===== src/rtl/core/kps_pkg.sv =====
// Shared types, constants and codes of the pose smoother.
package kps_pkg;

  localparam int unsigned AXES     = 6;
  localparam int unsigned DataW    = 32;
  localparam int unsigned NoiseW   = 31;
  localparam int unsigned CfgIdxW  = 4;
  localparam int unsigned DivSteps = 32;
  localparam int unsigned CntW     = $clog2(DivSteps);
  localparam int unsigned MulAW    = DataW + 1;
  localparam int unsigned MulBW    = DataW;
  localparam int unsigned ProdW    = MulAW + MulBW;
  localparam int unsigned FracW    = 31;

  localparam logic [DataW-1:0]  Q31One        = 32'h8000_0000;
  localparam logic [DataW-1:0]  EstMax        = 32'h7FFF_FFFF;
  localparam logic [DataW-1:0]  EstMin        = 32'h8000_0000;
  localparam logic [NoiseW-1:0] ProcNoiseRst  = 31'd21475;
  localparam logic [NoiseW-1:0] MeasNoiseRst  = 31'd21474836;

  typedef enum logic [CfgIdxW-1:0] {
    CFG_PROCESS_NOISE = 4'd0,
    CFG_MEAS_NOISE    = 4'd1
  } cfg_idx_e;

  typedef enum logic [2:0] {
    LANE_IDLE,
    LANE_PREP,
    LANE_DIV,
    LANE_MULC,
    LANE_MULV,
    LANE_FIN,
    LANE_DONE
  } lane_state_e;

  typedef struct packed {
    logic signed [DataW-1:0] meas_x;
    logic signed [DataW-1:0] meas_y;
    logic signed [DataW-1:0] meas_z;
    logic signed [DataW-1:0] meas_roll;
    logic signed [DataW-1:0] meas_pitch;
    logic signed [DataW-1:0] meas_yaw;
  } meas_t;

  typedef struct packed {
    logic signed [DataW-1:0] est_x;
    logic signed [DataW-1:0] est_y;
    logic signed [DataW-1:0] est_z;
    logic signed [DataW-1:0] est_roll;
    logic signed [DataW-1:0] est_pitch;
    logic signed [DataW-1:0] est_yaw;
  } est_t;

  typedef struct packed {
    logic [CfgIdxW-1:0] index;
    logic [DataW-1:0]   value;
  } cfg_t;

  typedef struct packed {
    logic start;
    logic ack;
  } lane_ctrl_t;

  typedef struct packed {
    logic             done;
    logic [DataW-1:0] est;
  } lane_stat_t;

endpackage


===== src/rtl/core/kps_lane.sv =====
// One axis of the filter: state, bit-serial gain divider and shared multiplier.
module kps_lane (
  input  logic                           clk_i,
  input  logic                           rst_ni,
  input  kps_pkg::lane_ctrl_t            ctrl_i,
  input  logic [kps_pkg::DataW-1:0]      meas_i,
  input  logic [kps_pkg::NoiseW-1:0]     q_i,
  input  logic [kps_pkg::NoiseW-1:0]     r_i,
  output kps_pkg::lane_stat_t            stat_o
);

  localparam logic [kps_pkg::CntW-1:0] CntTop = kps_pkg::CntW'(kps_pkg::DivSteps - 1);

  kps_pkg::lane_state_e state_q, state_d;

  logic [kps_pkg::DataW-1:0]  est_q, est_d;
  logic [kps_pkg::DataW-1:0]  var_q, var_d;
  logic [kps_pkg::DataW-1:0]  z_q, z_d;
  logic [kps_pkg::DataW-1:0]  pp_q, pp_d;
  logic [kps_pkg::DataW:0]    den_q, den_d;
  logic [kps_pkg::DataW:0]    rem_q, rem_d;
  logic [kps_pkg::DataW-1:0]  gain_q, gain_d;
  logic [kps_pkg::CntW-1:0]   cnt_q, cnt_d;
  logic                       neg_q, neg_d;
  logic [kps_pkg::DataW:0]    mag_q, mag_d;
  logic [kps_pkg::ProdW-1:0]  prod_q, prod_d;

  logic [kps_pkg::DataW:0]    pp_sum;
  logic [kps_pkg::DataW:0]    diff;
  logic [kps_pkg::DataW+1:0]  trial;
  logic [kps_pkg::DataW+1:0]  trial_sub;
  logic                       take;
  logic [kps_pkg::MulAW-1:0]  mul_a;
  logic [kps_pkg::MulBW-1:0]  mul_b;
  logic [kps_pkg::ProdW-1:0]  mul_p;
  logic [kps_pkg::DataW+1:0]  corr;
  logic [kps_pkg::DataW+2:0]  est_ext;
  logic [kps_pkg::DataW+2:0]  est_sum;

  assign pp_sum    = {1'b0, var_q} + {2'b00, q_i};
  assign diff      = {z_q[kps_pkg::DataW-1], z_q} - {est_q[kps_pkg::DataW-1], est_q};
  assign trial     = {rem_q, (cnt_q == CntTop) & pp_q[0]};
  assign trial_sub = trial - {1'b0, den_q};
  assign take      = (trial >= {1'b0, den_q}) && (den_q != '0);
  assign mul_p     = mul_a * mul_b;
  assign corr      = prod_q[kps_pkg::ProdW-1:kps_pkg::FracW];
  assign est_ext   = {{3{est_q[kps_pkg::DataW-1]}}, est_q};
  assign est_sum   = neg_q ? est_ext - {1'b0, corr} : est_ext + {1'b0, corr};

  always_comb begin
    state_d = state_q;
    case (state_q)
      kps_pkg::LANE_IDLE: begin
        if (ctrl_i.start) begin
          state_d = kps_pkg::LANE_PREP;
        end
      end
      kps_pkg::LANE_PREP: state_d = kps_pkg::LANE_DIV;
      kps_pkg::LANE_DIV: begin
        if (cnt_q == '0) begin
          state_d = kps_pkg::LANE_MULC;
        end
      end
      kps_pkg::LANE_MULC: state_d = kps_pkg::LANE_MULV;
      kps_pkg::LANE_MULV: state_d = kps_pkg::LANE_FIN;
      kps_pkg::LANE_FIN:  state_d = kps_pkg::LANE_DONE;
      kps_pkg::LANE_DONE: begin
        if (ctrl_i.ack) begin
          state_d = kps_pkg::LANE_IDLE;
        end
      end
      default: state_d = kps_pkg::LANE_IDLE;
    endcase
  end

  always_comb begin
    est_d  = est_q;
    var_d  = var_q;
    z_d    = z_q;
    pp_d   = pp_q;
    den_d  = den_q;
    rem_d  = rem_q;
    gain_d = gain_q;
    cnt_d  = cnt_q;
    neg_d  = neg_q;
    mag_d  = mag_q;
    prod_d = prod_q;
    mul_a  = mag_q;
    mul_b  = gain_q;
    case (state_q)
      kps_pkg::LANE_IDLE: begin
        if (ctrl_i.start) begin
          z_d  = meas_i;
          pp_d = pp_sum[kps_pkg::DataW] ? '1 : pp_sum[kps_pkg::DataW-1:0];
        end
      end
      kps_pkg::LANE_PREP: begin
        den_d  = {1'b0, pp_q} + {2'b00, r_i};
        rem_d  = {2'b00, pp_q[kps_pkg::DataW-1:1]};
        gain_d = '0;
        cnt_d  = CntTop;
        neg_d  = diff[kps_pkg::DataW];
        mag_d  = diff[kps_pkg::DataW] ? -diff : diff;
      end
      kps_pkg::LANE_DIV: begin
        rem_d  = take ? trial_sub[kps_pkg::DataW:0] : trial[kps_pkg::DataW:0];
        gain_d = {gain_q[kps_pkg::DataW-2:0], take};
        cnt_d  = cnt_q - 1'b1;
      end
      kps_pkg::LANE_MULC: begin
        prod_d = mul_p;
      end
      kps_pkg::LANE_MULV: begin
        mul_a = {1'b0, kps_pkg::Q31One - gain_q};
        mul_b = pp_q;
        prod_d = mul_p;
        if (est_sum[kps_pkg::DataW+2:kps_pkg::DataW-1] != '0 &&
            est_sum[kps_pkg::DataW+2:kps_pkg::DataW-1] != '1) begin
          est_d = est_sum[kps_pkg::DataW+2] ? kps_pkg::EstMin : kps_pkg::EstMax;
        end else begin
          est_d = est_sum[kps_pkg::DataW-1:0];
        end
      end
      kps_pkg::LANE_FIN: begin
        var_d = prod_q[kps_pkg::FracW+kps_pkg::DataW-1:kps_pkg::FracW];
      end
      kps_pkg::LANE_DONE: begin
      end
      default: begin
      end
    endcase
  end

  always_ff @(posedge clk_i or negedge rst_ni) begin
    if (!rst_ni) begin
      state_q <= kps_pkg::LANE_IDLE;
      est_q   <= '0;
      var_q   <= kps_pkg::Q31One;
    end else begin
      state_q <= state_d;
      est_q   <= est_d;
      var_q   <= var_d;
    end
  end

  always_ff @(posedge clk_i) begin
    z_q    <= z_d;
    pp_q   <= pp_d;
    den_q  <= den_d;
    rem_q  <= rem_d;
    gain_q <= gain_d;
    cnt_q  <= cnt_d;
    neg_q  <= neg_d;
    mag_q  <= mag_d;
    prod_q <= prod_d;
  end

  assign stat_o.done = (state_q == kps_pkg::LANE_DONE);
  assign stat_o.est  = est_q;

`ifndef NO_ASSERTIONS
  a_start_idle: assert property (@(posedge clk_i) disable iff (!rst_ni)
    ctrl_i.start |-> state_q == kps_pkg::LANE_IDLE)
    else $error("lane started while busy");

  a_div_len: assert property (@(posedge clk_i) disable iff (!rst_ni)
    (state_q == kps_pkg::LANE_DIV && cnt_q == '0) |=> state_q == kps_pkg::LANE_MULC)
    else $error("divider did not finish after last step");

  a_gain_range: assert property (@(posedge clk_i) disable iff (!rst_ni)
    state_q == kps_pkg::LANE_MULC |-> gain_q <= kps_pkg::Q31One)
    else $error("gain above one");

  a_zero_den: assert property (@(posedge clk_i) disable iff (!rst_ni)
    (state_q == kps_pkg::LANE_MULC && den_q == '0) |-> gain_q == '0)
    else $error("gain nonzero with zero denominator");
`endif

endmodule


===== config.mk =====
export PLATFORM = sky130hd
export DESIGN_NAME = kps_lane
export DESIGN_NICKNAME = d
export VERILOG_FILES = /design/src/rtl/core/kps_pkg.sv /design/src/rtl/core/kps_lane.sv
export SDC_FILE = /design/constraint.sdc
export NUM_CORES = 2
export LEC_CHECK = 0
export BUFFER_PORTS_ARGS = -buffer_cell sky130_fd_sc_hd__buf_2
export CAP_MARGIN = 20
export CELL_PAD_IN_SITES_DETAIL_PLACEMENT = 1
export CELL_PAD_IN_SITES_GLOBAL_PLACEMENT = 1
export CORE_MARGIN = 3
export CORE_UTILIZATION = 46
export DETAILED_ROUTE_END_ITERATION = 7
export GPL_TIMING_DRIVEN = 0
export PLACE_DENSITY_LB_ADDON = 0.1
export SYNTH_ARGS = -nofsm -noshare
export SYNTH_HDL_FRONTEND = slang
export SYNTH_SLANG_ARGS = --single-unit

===== constraint.sdc =====
create_clock -name clk_i -period 8.9 [get_ports clk_i]
set_input_delay 0.445 -clock clk_i [delete_from_list [all_inputs] [get_ports clk_i]]
set_output_delay 0.445 -clock clk_i [all_outputs]
set_load 0.03 [all_outputs]

==> metrics.log <==
INFO  metric worstHoldPathType = input port to register
INFO  metric synth-edff-count = 235
INFO  metric worst-endpoint-required = 9270 ps
INFO  metric vias = 48,556
INFO  metric highest_layer = met5
INFO  metric first_iter_violations = 4,638
INFO  metric timing.final.ws_setup = -1367 ps
INFO  metric synth-main-ff-cell = sky130_fd_sc_hd__edfxtp_1
INFO  metric met3_length = 25,670 um
INFO  metric maxSlewViolCount = 0
INFO  metric syn_area = 55,070 um^2
INFO  metric detailedPlacementHpwl = 202,600 um
INFO  metric drt_pass1_iterations = 5
INFO  metric run_status = complete, but fails checks
INFO  metric timing.final.hold_violations = 0
INFO  metric grt.total_usage = 39.00%
INFO  metric yosys.cell_types.count = 94
INFO  metric achievable-frequency = 0.09740 GHz
INFO  metric crit_top_cell = sky130_fd_sc_hd__fa_1
INFO  metric avgViaCountPerCell = 5.929
INFO  metric final_nets = 8,014
INFO  metric worstPathMaxFanout = 5
INFO  metric clockBufferDepth = 3
INFO  metric numCtsBuffers = 31
INFO  metric clock_latency_at_the_later_pin_of_the_worst_skew_pair = 630 ps
INFO  metric die_w = 352 um
INFO  metric grt_first_pass_wirelength = 353,300 um
INFO  metric number_of_flip_flops_and_latches_in_the_synthesized_netlist = 302
INFO  metric worst_pin_slew = 1178 ps
INFO  metric maximum_number_of_pins_on_one_net_before_global_route_repair = 56
INFO  metric synth_to_layout_area_growth = 15.65%
INFO  metric cap_viol_max_count = 0
INFO  metric finClkSkew = 21.13 ps
INFO  metric ys.warnings.count = 0
INFO  metric worst_setup_path_start_kind = register
INFO  metric syn_nets = 7,630
INFO  metric ant_nets = 0
INFO  metric routabilityCongestion = 1.036
INFO  metric floorplan.initialDensity = 46.51%
INFO  metric synth_seq_area_share = 15.86%
INFO  metric violations = negative setup slack
INFO  metric floorplan.die.height = 352 um
INFO  metric ioPinCount = 131
INFO  metric worst_path_largest_cell_delay = 570 ps
INFO  metric coreArea = 118,400 um^2
INFO  metric final-setup-viol-count = 34
INFO  metric clock_pin_slew_worst_setup_and_hold_paths = 70 ps
INFO  metric slowest_stage = sky130_fd_sc_hd__fa_1
INFO  metric end_kind = register
INFO  metric layout_min_cycle_time = 10,270 ps
INFO  metric post_route_wl = 245,600 um
INFO  metric layout-drive-gt1-share = 13.20%
INFO  metric grt_pass1_vias = 51,576
INFO  metric finalHoldWorstSlack = 156.1 ps
INFO  metric numPortBuffers = 130
INFO  metric async_flop_share = 22.19%
INFO  metric row_count = 126
INFO  metric layout.core_utilization = 53.79%
INFO  metric cts_tree = done
INFO  metric tritoncts_num_sinks = 302
INFO  metric grt_antenna_before_repair = 17
INFO  metric critical_path_class = register to register
INFO  metric synth_area_per_cell = 8.920 um^2
INFO  metric cts_htree_levels = 1
INFO  metric synthesis.instances = 6,174
INFO  metric die_area = 123,900 um^2
INFO  metric cts_root_buf = sky130_fd_sc_hd__clkbuf_16
INFO  metric global_route.overflow_total = 0
INFO  metric rsz0062_at_grt = true
INFO  metric drt_drc = 0
INFO  metric timing.critical_path.arrival = 10,640 ps
INFO  metric timing.final.crit_share = 115.4%
INFO  metric dr_wl_met2 = 107,900 um
INFO  metric relative_slew_slack = 20.62%
INFO  metric post_drt_wl_per_cell = 29.99 um
INFO  metric wirelength_met1 = 97,400 um
cells by family after synthesis:
family          Yosys count  synth area share, %
simple gates           2032                15.70
fa+ha+maj              1358                43.53
buf+inv                1304                8.979
compound gates          800                9.531
flops                   302                15.86
xor+xnor                261                4.165
mux                     117                2.233
per-layer routing:
metal / vias up / global-route usage (%)
met1: 25212 / 52.45
met3: 542 / 9.559
met5: - / 0
met2: 2372 / 60.11
met4: 4 / 16.78
li1: 20426 / -
stage by stage:
stage	setup TNS, ps	instance area [um^2]	worst slack (ps)	cells
2_1_floorplan	-5386	55310	-442.6	6174
3_3_place_gp	-265570	57970	-5037	7904
6_report	-37010	63690	-1367	8189
4_1_cts	-29940	62620	-1130	8139
5_1_grt	-43460	63670	-1571	8184
3_5_place_dp	-98400	58700	-3273	7954
Yosys cell counts, drive strengths merged (17+ instances only):
master / count / area share (%)
mux2i: 86 / 1.6
mux2: 31 / 0.64
buf: 42 / 0.38
and3: 28 / 0.32
a21o: 111 / 1.5
dfrtp: 66 / 3.0
o31ai: 18 / 0.25
nand2: 860 / 5.9
nor2: 762 / 5.2
a22oi: 22 / 0.30
o211ai: 18 / 0.25
xor2: 78 / 1.3
a211oi: 33 / 0.46
inv: 1033 / 7.0
o21bai: 25 / 0.34
or2: 17 / 0.19
nor4: 29 / 0.33
a21oi: 212 / 1.9
o21ai: 172 / 1.6
nor2b: 38 / 0.43
nor3: 57 / 0.55
ha: 428 / 9.7
o21a: 26 / 0.36
nand3: 47 / 0.43
nand2b: 30 / 0.34
nand4: 41 / 0.47
and2: 64 / 0.73
xnor2: 183 / 2.9
edfxtp: 235 / 13
fa: 930 / 34
a31oi: 35 / 0.42
clkbuf: 228 / 1.6
layout by cell type, fill, tap and decap left out, types with 22 or more instances in the layout:
cell,n
sky130_fd_sc_hd__a211oi_1,30
sky130_fd_sc_hd__a21o_1,108
sky130_fd_sc_hd__a21oi_1,186
sky130_fd_sc_hd__a22oi_1,22
sky130_fd_sc_hd__a31oi_1,31
sky130_fd_sc_hd__and2_1,62
sky130_fd_sc_hd__and3_1,26
sky130_fd_sc_hd__buf_2,150
sky130_fd_sc_hd__buf_4,127
sky130_fd_sc_hd__buf_6,57
sky130_fd_sc_hd__clkbuf_1,112
sky130_fd_sc_hd__clkbuf_16,36
sky130_fd_sc_hd__clkbuf_2,61
sky130_fd_sc_hd__dfrtp_1,66
sky130_fd_sc_hd__dlygate4sd3_1,33
sky130_fd_sc_hd__edfxtp_1,235
sky130_fd_sc_hd__fa_1,911
sky130_fd_sc_hd__ha_1,404
sky130_fd_sc_hd__inv_1,1017
sky130_fd_sc_hd__mux2_2,28
sky130_fd_sc_hd__mux2i_1,42
sky130_fd_sc_hd__mux2i_2,27
sky130_fd_sc_hd__nand2_1,837
sky130_fd_sc_hd__nand2b_1,29
sky130_fd_sc_hd__nand3_1,42
sky130_fd_sc_hd__nand4_1,41
sky130_fd_sc_hd__nor2_1,738
sky130_fd_sc_hd__nor2b_1,37
sky130_fd_sc_hd__nor3_1,51
sky130_fd_sc_hd__nor4_1,25
sky130_fd_sc_hd__o21a_1,24
sky130_fd_sc_hd__o21ai_0,153
sky130_fd_sc_hd__o21bai_1,24
sky130_fd_sc_hd__xnor2_1,165
sky130_fd_sc_hd__xor2_1,65
worst paths after layout:
path	start	endpoint	slack, ps	depth (start not counted)
setup / recovery	gain_q[9]$_SDFFCE_PN0P_	prod_q[62]$_DFFE_PP_	-1370	35
hold / removal	ctrl_i[0]	state_q[1]$_DFFE_PN0P_	160	4
setup reg to reg	gain_q[9]$_SDFFCE_PN0P_	prod_q[62]$_DFFE_PP_	-1370	35
hold reg to reg	var_q[23]$_DFFE_PN0P_	var_q[23]$_DFFE_PN0P_	520	1
max in group asynchronous	rst_ni	var_q[31]$_DFFE_PN1P_	8020	3
min in group asynchronous	rst_ni	est_q[22]$_DFFE_PN0P_	230	2
worst max-delay path, delay by kind of cell, from the launching register on:
kind,cells,cell delay [ps]
compound gates,5,740
flops,1,490
buf+inv,6,670
simple gates,12,3100
fa+ha+maj,9,4510
xor+xnor,2,230
mux,1,250
cell type report:
class	instances	area, um^2
Fill cell	13652	54710
Multi-Input combinational cell	4568	43360
Sequential cell	302	8735
Inverter	1034	3884
Timing Repair Buffer	357	2933
Tap cell	1600	2002
Buffer	264	1649
Clock buffer	35	800.8
Clock inverter	23	306.5
Antenna cell	6	15.01
state kept, by name, indices dropped and copies added, names as in the netlist:
signal / flops
est_q: 32
rem_q: 33
var_q: 32
z_q: 32
pp_q: 32
prod_q: 34
neg_q: 1
state_q: 3
mag_q: 33
gain_q: 32
cnt_q: 5
den_q: 33
repair_timing:
item,in CTS,in global routing
setup buffers,98,51
pin swaps,112,65
gates resized for setup,447,182
setup endpoints to repair,34,34
hold endpoints to repair,70,0
hold buffers,33,0
Power is not shown: default switching activity piles up to over one toggle a cycle in this logic, so the estimate is an artifact.
